==> src/rtl/core/vrd_pkg.sv <==
`timescale 1ns / 1ps
// Shared constants, tables, types and elaboration-time helpers for the vector rotator.
package vrd_pkg;

	localparam int ITER_DEFAULT = 20;
	localparam int ITER_MAX     = 30;

	localparam int IO_W   = 32;
	localparam int EPS_W  = 16;
	localparam logic [EPS_W-1:0] EPS_RESET = 16'd1;

	// datapath widths: quadrant-turned input, CORDIC x/y with guard bits, angle residue
	localparam int QW    = 33;
	localparam int XW    = 43;
	localparam int ZW    = 32;
	localparam int GUARD = 8;
	localparam int GAIN_SHIFT = 30 - GUARD;

	// angle reduction: 360 deg in Q16.16 is 45 * 2^19
	localparam logic [5:0]  D45         = 6'd45;
	localparam logic [13:0] ANG_HI_OFS  = 14'd4140;   // 92 * 45, keeps the high part positive
	localparam logic [14:0] RECIP45_V   = 15'd23302;  // ceil(2^20 / 45)
	localparam int          RECIP45_V_SH = 20;
	localparam logic [19:0] RECIP45_W   = 20'd745655; // ceil(2^25 / 45)
	localparam int          RECIP45_W_SH = 25;
	localparam logic [4:0]  W_BIAS      = 5'd22;      // rounding term 180 / 8

	typedef logic [1:0] quad_t;
	localparam quad_t QUAD_0 = 2'd0;
	localparam quad_t QUAD_1 = 2'd1;
	localparam quad_t QUAD_2 = 2'd2;
	localparam quad_t QUAD_3 = 2'd3;

	typedef struct packed {
		logic signed [XW-1:0] x;
		logic signed [XW-1:0] y;
		logic signed [ZW-1:0] z;
		logic                 exact;
	} vrd_cell_t;

	localparam logic [31:0] ATAN_TURNS [ITER_MAX] = '{
		32'h20000000, 32'h12E4051E, 32'h09FB385B, 32'h051111D4, 32'h028B0D43,
		32'h0145D7E1, 32'h00A2F61E, 32'h00517C55, 32'h0028BE53, 32'h00145F2F,
		32'h000A2F98, 32'h000517CC, 32'h00028BE6, 32'h000145F3, 32'h0000A2F9,
		32'h0000517C, 32'h000028BE, 32'h0000145F, 32'h00000A2F, 32'h00000517,
		32'h0000028B, 32'h00000145, 32'h000000A2, 32'h00000051, 32'h00000028,
		32'h00000014, 32'h0000000A, 32'h00000005, 32'h00000002, 32'h00000001
	};

	typedef logic [31:0] turn_tab_t [45];
	typedef logic [5:0]  rem_tab_t  [45];

	// floor(r * 2^32 / 45) plus the eighth-turn offset used for quadrant selection
	function automatic turn_tab_t build_qtab();
		turn_tab_t   tab;
		logic [63:0] v;
		for (int r = 0; r < 45; r++) begin
			v = ((64'(r)) << 32) / 64'd45 + (64'd1 << 29);
			tab[r] = v[31:0];
		end
		return tab;
	endfunction

	function automatic rem_tab_t build_rtab();
		rem_tab_t    tab;
		logic [63:0] v;
		for (int r = 0; r < 45; r++) begin
			v = ((64'(r)) << 32) % 64'd45;
			tab[r] = v[5:0];
		end
		return tab;
	endfunction

	localparam turn_tab_t QTAB_U = build_qtab();
	localparam rem_tab_t  RTAB   = build_rtab();

	// CORDIC gain correction in Q2.30 for n iterations, rounded reciprocal of sqrt(prod)
	function automatic logic [63:0] gain_q30(input int n);
		logic [63:0] p;
		logic [63:0] rad;
		logic [63:0] res;
		logic [63:0] bitv;
		logic [63:0] num;
		logic [63:0] rem;
		logic [63:0] quo;
		p = 64'd1 << 30;
		for (int i = 0; i < ITER_MAX; i++) begin
			if (i < n) p = p + (p >> (2 * i));
		end
		rad = p << 30;
		res = '0;
		for (int k = 0; k < 32; k++) begin
			bitv = 64'd1 << (62 - 2 * k);
			if (rad >= res + bitv) begin
				rad = rad - (res + bitv);
				res = (res >> 1) + bitv;
			end else begin
				res = res >> 1;
			end
		end
		num = (64'd1 << 60) + (res >> 1);
		rem = '0;
		quo = '0;
		for (int k = 63; k >= 0; k--) begin
			rem = {rem[62:0], num[k]};
			if (rem >= res) begin
				rem = rem - res;
				quo[k] = 1'b1;
			end
		end
		return quo;
	endfunction

endpackage

==> src/rtl/core/vrd_cell.sv <==
`timescale 1ns / 1ps
// One CORDIC micro-rotation stage of the cell chain.
module vrd_cell #(
	parameter int STEP = 0
) (
	input  logic               clk,
	input  logic               arst_n,
	input  vrd_pkg::vrd_cell_t d,
	input  logic               d_vld,
	input  logic               en,
	output vrd_pkg::vrd_cell_t q,
	output logic               q_vld
);

	localparam logic signed [vrd_pkg::ZW-1:0] ATAN_STEP = vrd_pkg::ATAN_TURNS[STEP];

	logic signed [vrd_pkg::XW-1:0] xi, yi, dx, dy;
	logic signed [vrd_pkg::ZW-1:0] zi;
	vrd_pkg::vrd_cell_t nxt;
	vrd_pkg::vrd_cell_t data_q;
	logic vld_q;

	assign xi = d.x;
	assign yi = d.y;
	assign zi = d.z;
	assign dx = yi >>> STEP;
	assign dy = xi >>> STEP;

	always_comb begin
		nxt = d;
		if (!d.exact) begin
			if (!zi[vrd_pkg::ZW-1]) begin
				nxt.x = xi - dx;
				nxt.y = yi + dy;
				nxt.z = zi - ATAN_STEP;
			end else begin
				nxt.x = xi + dx;
				nxt.y = yi - dy;
				nxt.z = zi + ATAN_STEP;
			end
		end
	end

	always_ff @(posedge clk or negedge arst_n) begin
		if (!arst_n) begin
			vld_q <= 1'b0;
		end else if (en) begin
			vld_q <= d_vld;
		end
	end

	always_ff @(posedge clk) begin
		if (en) data_q <= nxt;
	end

	assign q     = data_q;
	assign q_vld = vld_q;

endmodule

==> config.mk <==
export PLATFORM = sky130hd
export DESIGN_NAME = vrd_cell
export DESIGN_NICKNAME = d
export VERILOG_FILES = /design/src/rtl/core/vrd_pkg.sv /design/src/rtl/core/vrd_cell.sv
export SDC_FILE = /design/constraint.sdc
export NUM_CORES = 1
export LEC_CHECK = 0
export ABC_AREA = 0
export BUFFER_PORTS_ARGS = -buffer_cell sky130_fd_sc_hd__buf_2
export CAP_MARGIN = 0
export CORE_MARGIN = 1.5
export CORE_UTILIZATION = 45
export CTS_CLUSTER_SIZE = 8
export DETAILED_ROUTE_END_ITERATION = 12
export GPL_TIMING_DRIVEN = 0
export PLACE_DENSITY_LB_ADDON = 0.3
export SYNTH_ARGS = -nofsm -noshare
export SYNTH_HDL_FRONTEND = slang
export SYNTH_SLANG_ARGS = --single-unit
==> constraint.sdc <==
create_clock -name clk -period 1.02 [get_ports clk]
set_input_delay 0.204 -clock clk [delete_from_list [all_inputs] [get_ports clk]]
set_output_delay 0.204 -clock clk [all_outputs]
set_load 0.01 [all_outputs]
# Word level (Yosys, flattened, before mapping)
# Cells that the tools add are included.
# word_totals
regBits	120
latch_bits	0
ram_bits	0
mem_bits_ro	0
inputBits	123
out_inout_bits	120
wordCells	12
memories	0
# op_classes
addsub	5
mul	0
div	0
magnitude_cmp	0
n_eq_ne	0
shifts	0
muxes	2
n_bitwise	0
reduce_logical	0
# op_table
operator	n
118-bit 2-to-1 mux	2
43-bit subtractor	2
43-bit adder	1
32-bit by 31-bit adder with 32-bit output (second input constant)	1
32-bit by 31-bit subtractor with 32-bit output (second input constant)	1

# Logic depth before layout (Yosys ltp)
# logic_depth
depth_word	3
mapped_depth	14
ltp_nobuf	13

# Worst setup path before layout
# Ideal clock, no wire load.
# synth_timing
path_type	input to register
from	input d[33] (netlist bit)
to	register data_q, in the netlist q[71], data pin
setup_time_ns	0.263
t_arrival_ns	2.630
setup_slack_ns	-1.873
cell_stages	11
path_cell_list	ha_1 > fa_1 > a221oi_2 > o31ai_4 > a311oi_4 > o31ai_2 > a211oi_4 > o41ai_2 > a311oi_2 > xnor2_1 > o21ai_1
# synth_lines
element	line_no	text
start: declaration	vrd_cell.sv:8	input vrd_pkg::vrd_cell_t d,
end signal: assignment	vrd_cell.sv:53	if (en) data_q <= nxt;
end: declaration	vrd_cell.sv:20	vrd_pkg::vrd_cell_t data_q;

==> results_dict.tcl <==
set metrics [dict create \
    htreeDepth 4 \
    route.antenna.remaining_nets 0 \
    leakage_uw 0.00819 \
    ff2ff_path_depth 1 \
    die_area_mm2 0.0289 \
    syn_inst 1532 \
    hold_class "input pin to flip-flop" \
    die_x_um 170 \
    finalHoldViolCount 0 \
    final_cell_mix "buf_2, buf_4, edfxtp_1" \
    syn-num-nets 1785 \
    numPortBuffers 242 \
    rsz0062_at_grt "true" \
    finalSetupViolCount 206 \
    fin_crit_ns 2.93 \
    achievable-frequency_mhz 342 \
    synth_top_area_share 0.285 \
    slowest_stage "fa_2" \
    startpoint_type "input pin" \
    final_common_cell "buf_2" \
    ir_drop_mv 0.953 \
    gp_congestion 0.992 \
    cp-end-kind "flip-flop" \
    ys_async_sr_fraction 0.00833 \
    coreArea_mm2 0.0272 \
    syn_area_per_cell_um2 8.20 \
    slew_violations 0 \
    layout.cells.non_filler 2365 \
    place_ws_ns -2.72 \
    path_class "input pin to flip-flop" \
    tritoncts "done" \
    maxSlewHeadroom 0.166 \
    grt_max_degree 65 \
    hold_end "q[84]" \
    tightestPinTransition_ns 1.25 \
    cp_num_buf_inv 3 \
    synth_top_area_cell "edfxtp_1" \
    clock_latency_ns 0.44 \
    drt-total-wl_mm 58.7 \
    drive_gt1_frac 0.438 \
    grt_pass1_wl_mm 84.0 \
    drt_iter0_markers 1688 \
    track_usage 0.389 \
    cts_made_buffers 17 \
    final_area_mm2 0.0198 \
    rrSetupSlack_ns 0.28 \
    ys_seq_elements 120 \
    reg2reg_from "q_vld" \
    numClockSinks 120 \
    cap_violations 0 \
    crit_arrival_ns 3.09 \
    final_net_count 2233 \
    die_height_um 170 \
    syn_to_final_growth_pct 57.9 \
    p_per_area_mw_per_mm2 1230 \
    yosysSeqAreaShare 0.287 \
    antenna_found_initial 2 \
    worstHoldPathCells 3 \
    slowest_delay_ns 0.37 \
    fin_util 0.730 \
    min_period_over_period 2.87 \
    synth_cell_types 88 \
    cts.reportedPaths.clkPinSlew_ns 0.08 \
    vias 14848 \
    grt_pass1_vias 14343 \
    layout_setup_ws_ns -1.91 \
    wire_per_inst_um 24.8 \
    clock-root-buffer "clkbuf_16" \
    worst_r2r_endpoint "q_vld" \
    status "complete, but fails checks" \
    crit_path_max_fanout 4 \
    post-place-cells 2147 \
    dr.pass1.iters 6 \
    rows 60 \
    syn-cell-area_mm2 0.0126 \
    fill_cells 2043 \
    synth_top_flop_cell "edfxtp_1" \
    start_util 0.462 \
    hp-start "d[84]" \
    ys_top_cells_by_area "edfxtp_1, ha_1, a21oi_1, o21ai_0, xnor2_1" \
    critPathTopFamily "compound AO/OA/AOI/OAI gates" \
    synth_warnings 0 \
    violations "setup timing" \
    ios 243 \
    diodes 0 \
    skew_ns 0 \
    viasPerCell 6.28 \
    crit_required_ns 1.18 \
    synth_edf_count 119 \
    worst_hold_slack_ns 0.0505 \
    gr-total-overflow 0 \
    dp_hpwl_mm 41.1 \
    clock_path_buffers 2 \
    placed_area_mm2 0.0153 \
    drc 0 \
    path_cells "buf_12 > ha_4 > fa_2 > a221oi_4 > o31ai_4 > a311oi_4 > buf_6 > o31ai_4 > a211oi_4 > buf_12 > o41ai_4 > a311oi_2 > xnor2_1 > o21ai_1" \
]
==> per-stage QoR <==
stage	setup TNS, ns	power (µW)
4_1_cts	-126.15	23000
3_3_place_gp	-355.90	14500
2_1_floorplan	-105.81	11700
3_5_place_dp	-222.03	14600
6_report	-131.70	24400
5_1_grt	-138.57	25100
==> sequential cells by signal (all words and copies together) (netlist names) <==
register / cells
q: 119
q_vld: 1
==> logic make-up after synthesis <==
family,count (synthesis),share of synthesized area
muxes,36,0.0290
DFF,120,0.287
xor gates and xnor gates,74,0.0516
buffers and inverters,216,0.0692
AOI/OAI and AO/OA,540,0.274
adders and majority gates,130,0.132
and+or+nand+nor,416,0.158
==> final cells by class <==
type,count,area [µm²],share of cell area
plain buffers,73,701,0.0353
clock buffers,17,425,0.0214
clock inverters,15,164,0.00826
inverters,134,664,0.0335
multi-input cells,1196,10400,0.526
flip-flops and latches,120,3600,0.181
well taps,372,465,0.0235
repair buffers,438,3390,0.171
==> what timing repair did <==
item,4_1_cts,5_1_grt
cloned,0,1
setup buffers,105,66
gates resized for setup,405,211
pin swaps,150,151
hold buffers,31,0
endpoints found under the hold margin,31,0
endpoints found under the setup margin,271,209
==> worst max path at each step <==
stage               cells after the start   from      to  slack [ns]
finish                                 14  d[76]   q[71]       -1.91
global route                           15  d[46]  q[118]       -1.93
CTS                                    13  d[33]   q[71]       -1.84
detailed placement                     14  d[76]  q[118]       -2.72
global placement                       14  d[76]  q[118]       -2.75
floorplan                              11  d[33]   q[71]       -1.78
==> report_power, final <==
group / internal [µW] / switching, µW
clock: 3660 / 2960
combinational: 4910 / 6600
sequential: 6130 / 133
==> cell usage after synthesis (7+ instances only) <==
cell type,count
a21oi_1,172
o21ai_0,151
ha_1,126
inv_1,126
edfxtp_1,119
nor2_1,117
nand2_1,116
xnor2_1,66
clkbuf_1,49
nor3_1,48
mux2i_1,33
a21o_1,29
o21bai_1,24
nand3_1,22
nand4_1,19
o211ai_1,19
buf_2,17
nor2b_1,17
nor4_1,17
or3_1,15
a211oi_1,14
a31oi_1,12
nand2b_1,12
o31ai_1,12
buf_1,10
o21a_1,8
xor2_1,8
a311oi_1,7
clkinv_1,7
o22ai_1,7
==> metal layers <==
metal	vias up	GRT usage	part of all wire
li1	6468	-	-
met1	7143	0.497	0.39
met2	975	0.620	0.44
met3	262	0.0781	0.10
met4	0	0.204	0.061
met5	-	0	0
Note: power is estimated with default switching activity, not from simulation.
