[src/rtl/core/vrd_pkg.sv]
`timescale 1ns / 1ps
// Shared constants, tables, types and elaboration-time helpers for the vector rotator.
package vrd_pkg;

	localparam int ITER_DEFAULT = 20;
	localparam int ITER_MAX     = 30;

	localparam int IO_W   = 32;
	localparam int EPS_W  = 16;
	localparam logic [EPS_W-1:0] EPS_RESET = 16'd1;

	// datapath widths: quadrant-turned input, CORDIC x/y with guard bits, angle residue
	localparam int QW    = 33;
	localparam int XW    = 43;
	localparam int ZW    = 32;
	localparam int GUARD = 8;
	localparam int GAIN_SHIFT = 30 - GUARD;

	// angle reduction: 360 deg in Q16.16 is 45 * 2^19
	localparam logic [5:0]  D45         = 6'd45;
	localparam logic [13:0] ANG_HI_OFS  = 14'd4140;   // 92 * 45, keeps the high part positive
	localparam logic [14:0] RECIP45_V   = 15'd23302;  // ceil(2^20 / 45)
	localparam int          RECIP45_V_SH = 20;
	localparam logic [19:0] RECIP45_W   = 20'd745655; // ceil(2^25 / 45)
	localparam int          RECIP45_W_SH = 25;
	localparam logic [4:0]  W_BIAS      = 5'd22;      // rounding term 180 / 8

	typedef logic [1:0] quad_t;
	localparam quad_t QUAD_0 = 2'd0;
	localparam quad_t QUAD_1 = 2'd1;
	localparam quad_t QUAD_2 = 2'd2;
	localparam quad_t QUAD_3 = 2'd3;

	typedef struct packed {
		logic signed [XW-1:0] x;
		logic signed [XW-1:0] y;
		logic signed [ZW-1:0] z;
		logic                 exact;
	} vrd_cell_t;

	localparam logic [31:0] ATAN_TURNS [ITER_MAX] = '{
		32'h20000000, 32'h12E4051E, 32'h09FB385B, 32'h051111D4, 32'h028B0D43,
		32'h0145D7E1, 32'h00A2F61E, 32'h00517C55, 32'h0028BE53, 32'h00145F2F,
		32'h000A2F98, 32'h000517CC, 32'h00028BE6, 32'h000145F3, 32'h0000A2F9,
		32'h0000517C, 32'h000028BE, 32'h0000145F, 32'h00000A2F, 32'h00000517,
		32'h0000028B, 32'h00000145, 32'h000000A2, 32'h00000051, 32'h00000028,
		32'h00000014, 32'h0000000A, 32'h00000005, 32'h00000002, 32'h00000001
	};

	typedef logic [31:0] turn_tab_t [45];
	typedef logic [5:0]  rem_tab_t  [45];

	// floor(r * 2^32 / 45) plus the eighth-turn offset used for quadrant selection
	function automatic turn_tab_t build_qtab();
		turn_tab_t   tab;
		logic [63:0] v;
		for (int r = 0; r < 45; r++) begin
			v = ((64'(r)) << 32) / 64'd45 + (64'd1 << 29);
			tab[r] = v[31:0];
		end
		return tab;
	endfunction

	function automatic rem_tab_t build_rtab();
		rem_tab_t    tab;
		logic [63:0] v;
		for (int r = 0; r < 45; r++) begin
			v = ((64'(r)) << 32) % 64'd45;
			tab[r] = v[5:0];
		end
		return tab;
	endfunction

	localparam turn_tab_t QTAB_U = build_qtab();
	localparam rem_tab_t  RTAB   = build_rtab();

	// CORDIC gain correction in Q2.30 for n iterations, rounded reciprocal of sqrt(prod)
	function automatic logic [63:0] gain_q30(input int n);
		logic [63:0] p;
		logic [63:0] rad;
		logic [63:0] res;
		logic [63:0] bitv;
		logic [63:0] num;
		logic [63:0] rem;
		logic [63:0] quo;
		p = 64'd1 << 30;
		for (int i = 0; i < ITER_MAX; i++) begin
			if (i < n) p = p + (p >> (2 * i));
		end
		rad = p << 30;
		res = '0;
		for (int k = 0; k < 32; k++) begin
			bitv = 64'd1 << (62 - 2 * k);
			if (rad >= res + bitv) begin
				rad = rad - (res + bitv);
				res = (res >> 1) + bitv;
			end else begin
				res = res >> 1;
			end
		end
		num = (64'd1 << 60) + (res >> 1);
		rem = '0;
		quo = '0;
		for (int k = 63; k >= 0; k--) begin
			rem = {rem[62:0], num[k]};
			if (rem >= res) begin
				rem = rem - res;
				quo[k] = 1'b1;
			end
		end
		return quo;
	endfunction

endpackage

[src/rtl/core/vrd_if.sv]
`timescale 1ns / 1ps
// Request and result channel interfaces of the vector rotator.
interface vrd_in_if;
	logic                                valid;
	logic                                ready;
	logic signed [vrd_pkg::IO_W-1:0]     x_in;
	logic signed [vrd_pkg::IO_W-1:0]     y_in;
	logic signed [vrd_pkg::IO_W-1:0]     angle_deg;

	modport source (output valid, output x_in, output y_in, output angle_deg, input ready);
	modport sink   (input valid, input x_in, input y_in, input angle_deg, output ready);
endinterface


[src/rtl/core/vrd_prep.sv]
`timescale 1ns / 1ps
// Front end: angle reduction, quarter-turn snap, quadrant turn and gain scaling.
module vrd_prep #(
	parameter int ITERATIONS = vrd_pkg::ITER_DEFAULT
) (
	input  logic                          clk,
	input  logic                          arst_n,
	input  logic [vrd_pkg::EPS_W-1:0]     snap_eps,
	vrd_in_if.sink                        request,
	output vrd_pkg::vrd_cell_t            cell_d,
	output logic                          cell_vld,
	input  logic                          down_en
);

	localparam int NST = 8;
	localparam logic [63:0] GAIN_FULL = vrd_pkg::gain_q30(ITERATIONS);
	localparam logic signed [vrd_pkg::QW-1:0] GAIN_S = vrd_pkg::QW'(GAIN_FULL);

	logic [NST:1]   vld_q;
	logic [NST+1:1] en;

	always_comb begin
		en[NST+1] = down_en;
		for (int k = NST; k >= 1; k--) en[k] = !vld_q[k] || en[k+1];
	end

	assign request.ready = en[1];

	always_ff @(posedge clk or negedge arst_n) begin
		if (!arst_n) begin
			vld_q <= '0;
		end else begin
			if (en[1]) vld_q[1] <= request.valid;
			for (int k = 2; k <= NST; k++) begin
				if (en[k]) vld_q[k] <= vld_q[k-1];
			end
		end
	end

	// stage 1: input capture
	logic signed [31:0] x_s1, y_s1;
	logic        [31:0] ang_s1;
	// stage 2: reciprocal products for the two mod-45 reductions
	logic signed [31:0] x_s2, y_s2;
	logic [13:0] v_s2;
	logic [18:0] l_s2;
	logic [28:0] pv_s2;
	logic [38:0] pl_s2;
	// stage 3: remainders
	logic signed [31:0] x_s3, y_s3;
	logic [5:0]  r_s3, rl_s3;
	logic [18:0] l_s3;
	logic [13:0] ql_s3;
	// stage 4: snap operand, binary-angle tail
	logic signed [31:0] x_s4, y_s4;
	logic [5:0]  r_s4;
	logic [13:0] ql_s4;
	logic [24:0] t_s4;
	logic [18:0] w_s4;
	// stage 5: snap decision, tail product
	logic signed [31:0] x_s5, y_s5;
	logic [5:0]  r_s5;
	logic [13:0] ql_s5;
	logic [38:0] pw_s5;
	logic        snap_s5;
	vrd_pkg::quad_t sq_s5;
	// stage 6: quadrant and residual angle
	logic signed [31:0] x_s6, y_s6;
	vrd_pkg::quad_t quad_s6;
	logic signed [vrd_pkg::ZW-1:0] z_s6;
	logic        exact_s6;
	// stage 7: turned vector
	logic signed [vrd_pkg::QW-1:0] xr_s7, yr_s7;
	logic signed [vrd_pkg::ZW-1:0] z_s7;
	logic        exact_s7;
	// stage 8: gain products
	logic signed [63:0] px_s8, py_s8;
	logic signed [vrd_pkg::QW-1:0] xr_s8, yr_s8;
	logic signed [vrd_pkg::ZW-1:0] z_s8;
	logic        exact_s8;

	// stage 1 logic
	logic [13:0] v1;
	logic [18:0] l1;
	logic [28:0] pv1;
	logic [38:0] pl1;
	assign v1  = 14'({ang_s1[31], ang_s1[31:19]}) + vrd_pkg::ANG_HI_OFS;
	assign l1  = ang_s1[18:0];
	assign pv1 = 29'(v1) * 29'(vrd_pkg::RECIP45_V);
	assign pl1 = 39'(l1) * 39'(vrd_pkg::RECIP45_W);

	// stage 2 logic
	logic [8:0]  qv2;
	logic [13:0] ql2;
	logic [5:0]  r2, rl2;
	assign qv2 = pv_s2[28:vrd_pkg::RECIP45_V_SH];
	assign ql2 = pl_s2[38:vrd_pkg::RECIP45_W_SH];
	assign r2  = 6'(v_s2 - 14'(qv2) * 14'(vrd_pkg::D45));
	assign rl2 = 6'(l_s2 - 19'(ql2) * 19'(vrd_pkg::D45));

	// stage 3 logic: reduced angle is {r, l}
	logic [24:0] t3;
	logic [18:0] w3;
	assign t3 = {r_s3, l_s3} + 25'(snap_eps);
	assign w3 = {rl_s3, 13'b0} + 19'(vrd_pkg::RTAB[r_s3]) + 19'(vrd_pkg::W_BIAS);

	// stage 4 logic
	logic [38:0] pw4;
	logic [7:0]  hi4;
	logic [2:0]  qs4;
	logic [5:0]  remhi4;
	logic [22:0] rem4;
	logic        hit4;
	vrd_pkg::quad_t sq4;
	assign pw4 = 39'(w_s4) * 39'(vrd_pkg::RECIP45_W);
	assign hi4 = t_s4[24:17];
	always_comb begin
		// t / 90deg with 90deg = 45 * 2^17
		if (hi4 >= 8'd180) begin
			qs4 = 3'd4;
			remhi4 = 6'(hi4 - 8'd180);
		end else if (hi4 >= 8'd135) begin
			qs4 = 3'd3;
			remhi4 = 6'(hi4 - 8'd135);
		end else if (hi4 >= 8'd90) begin
			qs4 = 3'd2;
			remhi4 = 6'(hi4 - 8'd90);
		end else if (hi4 >= 8'(vrd_pkg::D45)) begin
			qs4 = 3'd1;
			remhi4 = 6'(hi4 - 8'(vrd_pkg::D45));
		end else begin
			qs4 = 3'd0;
			remhi4 = 6'(hi4);
		end
	end
	assign rem4 = {remhi4, t_s4[16:0]};
	assign hit4 = rem4 < 23'({snap_eps, 1'b0});
	// snapping just below a full turn lands on quadrant four: treat as zero
	assign sq4  = qs4[2] ? vrd_pkg::QUAD_0 : qs4[1:0];

	// stage 5 logic
	logic [12:0] qw5;
	logic [31:0] u5;
	assign qw5 = 13'(pw_s5[38:vrd_pkg::RECIP45_W_SH]);
	assign u5  = vrd_pkg::QTAB_U[r_s5] + 32'({ql_s5, 13'b0}) + 32'(qw5);

	// stage 6 logic: exact quarter turn
	logic signed [vrd_pkg::QW-1:0] xe6, ye6, xr6, yr6;
	assign xe6 = vrd_pkg::QW'(x_s6);
	assign ye6 = vrd_pkg::QW'(y_s6);
	always_comb begin
		case (quad_s6)
			vrd_pkg::QUAD_1: begin
				xr6 = -ye6;
				yr6 = xe6;
			end
			vrd_pkg::QUAD_2: begin
				xr6 = -xe6;
				yr6 = -ye6;
			end
			vrd_pkg::QUAD_3: begin
				xr6 = ye6;
				yr6 = -xe6;
			end
			default: begin
				xr6 = xe6;
				yr6 = ye6;
			end
		endcase
	end

	// stage 7 logic
	logic signed [63:0] px7, py7;
	assign px7 = xr_s7 * GAIN_S;
	assign py7 = yr_s7 * GAIN_S;

	always_ff @(posedge clk) begin
		if (en[1]) begin
			x_s1   <= request.x_in;
			y_s1   <= request.y_in;
			ang_s1 <= request.angle_deg;
		end
		if (en[2]) begin
			x_s2  <= x_s1;
			y_s2  <= y_s1;
			v_s2  <= v1;
			l_s2  <= l1;
			pv_s2 <= pv1;
			pl_s2 <= pl1;
		end
		if (en[3]) begin
			x_s3  <= x_s2;
			y_s3  <= y_s2;
			r_s3  <= r2;
			rl_s3 <= rl2;
			l_s3  <= l_s2;
			ql_s3 <= ql2;
		end
		if (en[4]) begin
			x_s4  <= x_s3;
			y_s4  <= y_s3;
			r_s4  <= r_s3;
			ql_s4 <= ql_s3;
			t_s4  <= t3;
			w_s4  <= w3;
		end
		if (en[5]) begin
			x_s5    <= x_s4;
			y_s5    <= y_s4;
			r_s5    <= r_s4;
			ql_s5   <= ql_s4;
			pw_s5   <= pw4;
			snap_s5 <= hit4;
			sq_s5   <= sq4;
		end
		if (en[6]) begin
			x_s6     <= x_s5;
			y_s6     <= y_s5;
			quad_s6  <= snap_s5 ? sq_s5 : u5[31:30];
			// residual angle in [-1/8, 1/8) turn
			z_s6     <= vrd_pkg::ZW'($signed({~u5[29], u5[28:0]}));
			exact_s6 <= snap_s5;
		end
		if (en[7]) begin
			xr_s7    <= xr6;
			yr_s7    <= yr6;
			z_s7     <= z_s6;
			exact_s7 <= exact_s6;
		end
		if (en[8]) begin
			px_s8    <= px7;
			py_s8    <= py7;
			xr_s8    <= xr_s7;
			yr_s8    <= yr_s7;
			z_s8     <= z_s7;
			exact_s8 <= exact_s7;
		end
	end

	// exact results ride through the cells pre-scaled by the guard bits
	always_comb begin
		cell_d.z     = z_s8;
		cell_d.exact = exact_s8;
		if (exact_s8) begin
			cell_d.x = vrd_pkg::XW'(xr_s8) <<< vrd_pkg::GUARD;
			cell_d.y = vrd_pkg::XW'(yr_s8) <<< vrd_pkg::GUARD;
		end else begin
			cell_d.x = vrd_pkg::XW'(px_s8 >>> vrd_pkg::GAIN_SHIFT);
			cell_d.y = vrd_pkg::XW'(py_s8 >>> vrd_pkg::GAIN_SHIFT);
		end
	end

	assign cell_vld = vld_q[NST];

endmodule

[src/flat_wrapper.sv]
// flat-port wrapper written by rule: the top's interface ports become plain ports
module vrd_prep_flat 
#(
	parameter int ITERATIONS = vrd_pkg::ITER_DEFAULT
)
  (clk, arst_n, snap_eps, cell_d, cell_vld, down_en, request_valid, request_x_in, request_y_in, request_angle_deg, request_ready);
  vrd_in_if request_i ();
  input  logic clk;
  input  logic arst_n;
  input  logic [vrd_pkg::EPS_W-1:0] snap_eps;
  output vrd_pkg::vrd_cell_t cell_d;
  output logic cell_vld;
  input  logic down_en;
  input wire logic [$bits(request_i.valid)-1:0] request_valid;
  input wire logic [$bits(request_i.x_in)-1:0] request_x_in;
  input wire logic [$bits(request_i.y_in)-1:0] request_y_in;
  input wire logic [$bits(request_i.angle_deg)-1:0] request_angle_deg;
  output wire logic [$bits(request_i.ready)-1:0] request_ready;
  assign request_i.valid = request_valid;
  assign request_i.x_in = request_x_in;
  assign request_i.y_in = request_y_in;
  assign request_i.angle_deg = request_angle_deg;
  assign request_ready = request_i.ready;
  vrd_prep #(.ITERATIONS(ITERATIONS)) u_core (.clk(clk), .arst_n(arst_n), .snap_eps(snap_eps), .request(request_i), .cell_d(cell_d), .cell_vld(cell_vld), .down_en(down_en));
endmodule
[config.mk]
export PLATFORM = sky130hd
export DESIGN_NAME = vrd_prep_flat
export DESIGN_NICKNAME = d
export VERILOG_FILES = /design/src/rtl/core/vrd_pkg.sv /design/src/rtl/core/vrd_if.sv /design/src/rtl/core/vrd_prep.sv /design/src/flat_wrapper.sv
export SDC_FILE = /design/constraint.sdc
export NUM_CORES = 2
export LEC_CHECK = 0
export BUFFER_PORTS_ARGS = -buffer_cell sky130_fd_sc_hd__buf_2
export CAP_MARGIN = 5
export CORE_MARGIN = 2
export CORE_UTILIZATION = 50
export CTS_BUF_LIST = sky130_fd_sc_hd__clkbuf_8
export DETAILED_ROUTE_END_ITERATION = 8
export PLACE_DENSITY = 0.75
export SLEW_MARGIN = 10
export SYNTH_ARGS = -nofsm -noshare
export SYNTH_HDL_FRONTEND = slang
export SYNTH_SLANG_ARGS = --single-unit
export TNS_END_PERCENT = 30
[constraint.sdc]
create_clock -name clk -period 14 [get_ports clk]
set_input_delay 2.1 -clock clk [delete_from_list [all_inputs] [get_ports clk]]
set_output_delay 2.1 -clock clk [all_outputs]
set_load 0.01 [all_outputs]
Word-level counts from Yosys, hierarchy flattened
Memories as Yosys holds them, arrays and structs flattened.
Index checks and enable logic that the tools add are counted.
{ "word_totals": {"word_cells": 120, "memories": 2, "romBits": 2432, "output_inout_bits": 121, "inputBits": 116, "reg_bits": 1041} }
{ "classes": {"mul": 7, "order_cmp": 7, "mux": 16, "n_reduce_logical": 17, "eq_ne": 3, "n_addsub": 14, "n_bitwise": 3} }
{ "memory_table": {"columns": ["memory", "depth", "word_bits", "rd", "rd_clocked_by_memory_dff", "write_ports", "line", "text"], "rows": [
  ["(name not given)", 64, 32, 1, 0, 0, "vrd_prep.sv:145", "assign u5 = vrd_pkg::QTAB_U[r_s5] + 32'({ql_s5, 13'b0}) + 32'(qw5);"],
  ["(name not given)", 64, 6, 1, 0, 0, "vrd_prep.sv:105", "assign w3 = {rl_s3, 13'b0} + 19'(vrd_pkg::RTAB[r_s3]) + 19'(vrd_pkg::W_BIAS);"]
]} }
{ "op_table": {"columns": ["cell", "n"], "rows": [
  ["$pmux 33 s3", 2],
  ["$mul 33x31->64 const B", 2],
  ["$mux 86", 1],
  ["$neg 32->33", 2],
  ["$mux 32", 2],
  ["$mul 19x20->39 const B", 1],
  ["$mul 19x20->38 const B", 1],
  ["$mux 6", 6],
  ["$add 32x13->32", 1],
  ["$add 32x27->32", 1],
  ["$mul 14x14->28 const B", 1],
  ["$add 25x16->25", 1],
  ["$lt 23x17->1", 1],
  ["$add 19x5->19 const B", 1],
  ["$add 19x6->19", 1],
  ["$ge 8x8->1 const B", 2],
  ["$add 14x13->14 const B", 1],
  ["$ge 7x7->1 const B", 2],
  ["$mul 14x6->6 const B", 1],
  ["$not 6->7", 2],
  ["$sub 6x6->6", 2],
  ["$sub 6x6->6 const B", 2],
  ["$mul 9x6->6 const B", 1],
  ["$mux 3", 3],
  ["other kinds (12)", 27]
]} }

Logic depth before layout (Yosys ltp)
{ "logic_depth": {"word_depth": 9, "depth_mapped": 30, "mapped_depth_nobuf": 29} }

Least setup slack after synthesis
No wires, ideal clock.
{ "synth_timing": {"kind": "input port to output port", "startpoint": "in down_en", "endpoint": "out request_ready", "required_ns": 11.900, "path_stages": 6, "n_path_buf": 0, "slack_ns": 0.971, "arrival_ns": 10.929, "path_cell_list": "nor2b_1 nand3_1 nor2_1 nand3_1 inv_1 nand3_1"} }
{ "synth_via": {"elab_chain_cells": 8} }
{ "synth_lines": {"columns": ["element", "line", "text"], "rows": [
  ["from (decl)", "flat_wrapper.sv:13", "input logic down_en;"],
  ["$logic_or 1x1->1 (3 in series)", "vrd_prep.sv:24", "for (int k = NST; k >= 1; k--) en[k] = !vld_q[k] || en[k+1];"],
  ["named net u_core.en, one bit", "vrd_prep.sv:20", "logic [NST+1:1] en;"],
  ["$logic_or 1x1->1 (3 in series)", "vrd_prep.sv:24", null],
  ["named net u_core.en, one bit", "vrd_prep.sv:20", null],
  ["$logic_or 1x1->1 (2 in series)", "vrd_prep.sv:24", null],
  ["to (decl)", "flat_wrapper.sv:18", "output wire logic [$bits(request_i.ready)-1:0] request_ready;"]
]} }
The timed path passes the listed nets, and every way through them passes these cells.

Worst setup path in the final report
{ "layout_timing": {"startpoint": "reg u_core.yr_s7[5] (netlist bit)", "endpoint": "reg u_core.py_s8[60], data pin"} }
{ "layout_via": {"elab_chain_cells": 1} }
{ "layout_lines": {"columns": ["element", "line", "text"], "rows": [
  ["from (decl)", "vrd_prep.sv:73", "logic signed [vrd_pkg::QW-1:0] xr_s7, yr_s7;"],
  ["from (signal assigned)", "vrd_prep.sv:226", "yr_s7 <= yr6;"],
  ["$mul 33x31->64", "vrd_prep.sv:175", "assign py7 = yr_s7 * GAIN_S;"],
  ["named net u_core.py7[60]", "vrd_prep.sv:173", "logic signed [63:0] px7, py7;"],
  ["to (signal assigned)", "vrd_prep.sv:232", "py_s8 <= py7;"],
  ["to (decl)", "vrd_prep.sv:77", "logic signed [63:0] px_s8, py_s8;"]
]} }
The timed path passes the listed nets, and every way through them passes these cells.
A chain may end at the register's enable or synchronous reset.

==> flow_summary.ini <==
[status]
status = complete, no violations

[min_path]
whs_path_depth = 0
hold-path-endpoint = u_core.y_s3[13]
hold_class = reg2reg
min-delay-start = u_core.y_s2[13]

[critical_path]
r2r_slack_ns = 5.07
crit_type = reg2reg
worstPathRequired_ns = 14.65
worst-path-max-fanout = 10
critPathLaunchType = flop
slowest_stage = a2111oi_0
reg2reg_depth = 29
end_kind = flop
rr_startpoint = u_core.yr_s7[5]
r2r_end = u_core.py_s8[60]
cpMostUsedCell = inv_1
cp_slowest_stage_delay_ns = 0.68
cp.arrival_ns = 9.57

[global_route]
grt_pass1_vias = 60000
grt_pass1_wl_mm = 363
track_usage_pct = 26.7
grt_max_degree = 99
antenna_found_initial = 12
grt_overflow_total = 0

[clocking]
cts.sinks = 918
cts_setup_buffers = 0
ctsHoldBuffers = 0
clk_latency_ns = 0.99
cts_buffers = 160
clk_pin_slew_ns = 0.06
cts-resized-gates = 0
h-tree-depth = 4
root_buffer = clkbuf_8
tritoncts = built
clock_path_buffers = 3

[synthesis]
syn_inst = 7644
yosysSeqAreaShare_pct = 30.7
ys.flop_type = edfxtp_1
synth_top_area_share_pct = 30.5
syn_avg_cell_area_um2 = 11.7
synth.distinct_cells = 74
async_flop_share_pct = 0.871
ys_top_cells_by_area = edfxtp_1, fa_1, ha_1, inv_1, xnor2_1
syn-cell-area_um2 = 89700
ys_warn_count = 0
synth_nets = 10200
ys_ff_latch = 918
synth-edff-count = 910
yosysTopAreaCell = edfxtp_1

[final_layout]
layout_commonest_cell = inv_1
layout_common_cells = inv_1, ha_1, fa_1
layout.cells.non_filler = 10400
syn_to_final_growth_pct = 7.97
drive_gt1_share_pct = 8.01
final_nets = 10500

[sta]
min_period_ns = 8.93
rsz0062_at_grt = no
hold_viol = 0
slew_violations = 0
finalCritPeriodShare_pct = 63.8
finClkSkew_ns = 0.118
fin_setup_tns_ns = 0
worst_slew_margin_rel_pct = 22.1
worstMarginPinSlew_ns = 1.16
setup_viol = 0
fmax_mhz = 112

[run]
drv_cap = 0

[placement]
gp_congestion = 1.00
dpl.hpwl_mm = 201
numPortBuffers = 236
placed_cells = 10100

[floorplanning]
start_util_pct = 50.3
die-width_um = 428
die_area_um2 = 183000
io_pins = 237
fp.dieH_um = 428
coreArea_um2 = 178000
num_rows = 155

[drt]
drt-pass1-iter-count = 6
drc = 0
totalWireLength_mm = 241
vias_per_cell = 5.47
final_antenna_net_count = 0
drtIter0Drc = 4637
vias = 57100
wl_per_cell_um = 23.1
==> worst max path at each step <==
| stage | end | from | slack, ns |
|---|---|---|---|
| 6_report | u_core.py_s8[60] | u_core.yr_s7[5] | 5.07 |
| 5_1_grt | u_core.py_s8[60] | u_core.yr_s7[5] | 4.83 |
| 4_1_cts | u_core.py_s8[60] | u_core.yr_s7[5] | 5.13 |
| 3_5_place_dp | u_core.py_s8[60] | u_core.yr_s7[10] | 5.14 |
| 3_3_place_gp | u_core.py_s8[60] | u_core.yr_s7[10] | 5.19 |
| 2_1_floorplan | request_ready | down_en | 0.97 |
==> final cells by class <==
type / instances / area [µm²]
flip-flops and latches: 918 / 27500
clock inverters: 122 / 947
multi-input cells: 4761 / 54800
diodes: 8 / 20.0
clock buffers: 163 / 2240
well taps: 2355 / 2950
repair buffers: 269 / 1430
inverters: 1834 / 6890
fillers: 15000 / 81600
==> sequential cells by signal, summed over array words and instances (netlist names), 32 cells and up <==
name / flops
u_core.x_s4: 32
u_core.x_s3: 32
u_core.ang_s1: 32
u_core.x_s6: 32
u_core.x_s2: 32
u_core.y_s6: 32
u_core.x_s5: 32
u_core.px_s8: 42
u_core.x_s1: 32
u_core.yr_s8: 33
u_core.y_s3: 32
u_core.xr_s7: 33
u_core.y_s2: 32
u_core.xr_s8: 33
u_core.y_s5: 32
u_core.yr_s7: 33
u_core.y_s4: 32
u_core.y_s1: 32
u_core.py_s8: 42
==> per-layer routing <==
metal / share of wire, % / global-route usage [%] / up-vias
met5: 0.020 / 0 / -
li1: - / - / 25800
met3: 6.4 / 4.36 / 386
met2: 48 / 43.7 / 1863
met1: 42 / 36.0 / 29000
met4: 3.8 / 9.78 / 4
==> kinds of logic (layout without fill, tap and decap cells) <==
| logic type | count (synthesis) | in the layout | share of synthesized area [%] |
|---|---|---|---|
| buf+inv | 1965 | 2388 | 8.25 |
| flops | 918 | 918 | 30.7 |
| compound gates | 986 | 986 | 6.90 |
| xor+xnor | 461 | 461 | 4.50 |
| other cells | 0 | 8 | 0 |
| simple gates | 771 | 771 | 4.27 |
| fa+ha+maj | 2414 | 2414 | 43.4 |
| mux | 129 | 129 | 2.05 |
==> metrics by stage <==
stage	cell area [µm²]	setup WS (ns)	utilization, %	hold slack (ns)
floorplan	89700	0.971	-	0.400
global placement	93600	5.19	52.5	0.401
detailed placement	93600	5.14	52.5	0.405
CTS	96800	5.13	54.3	0.382
global route	96800	4.83	54.3	0.386
finish	96800	5.07	54.3	0.393
==> synth_stat cells, drive strengths merged (22+ instances only) <==
cell	instances
a21o	150
a31oi	24
and3	29
inv	1832
o21a	41
nor3	60
or2	22
nand2b	23
buf	24
ha	1258
edfxtp	910
nor2	174
o21ai	203
xor2	207
nand2	201
a211oi	27
nand4	54
nor2b	66
mux4	36
xnor2	254
a21oi	332
nand3	72
fa	1156
clkbuf	107
mux2	74
==> critical path: cells and delay by family (launching register included) <==
family,cells,cell delay [ns]
AO/OA/AOI/OAI,8,2.67
XOR/XNOR,3,0.43
adder cells (fa/ha/maj),9,3.93
buffers and inverters,7,0.56
flip-flops,1,0.62
AND/OR/NAND/NOR,2,0.45
Power is not shown: default switching activity piles up to over one toggle a cycle in this logic, so the estimate is an artifact.
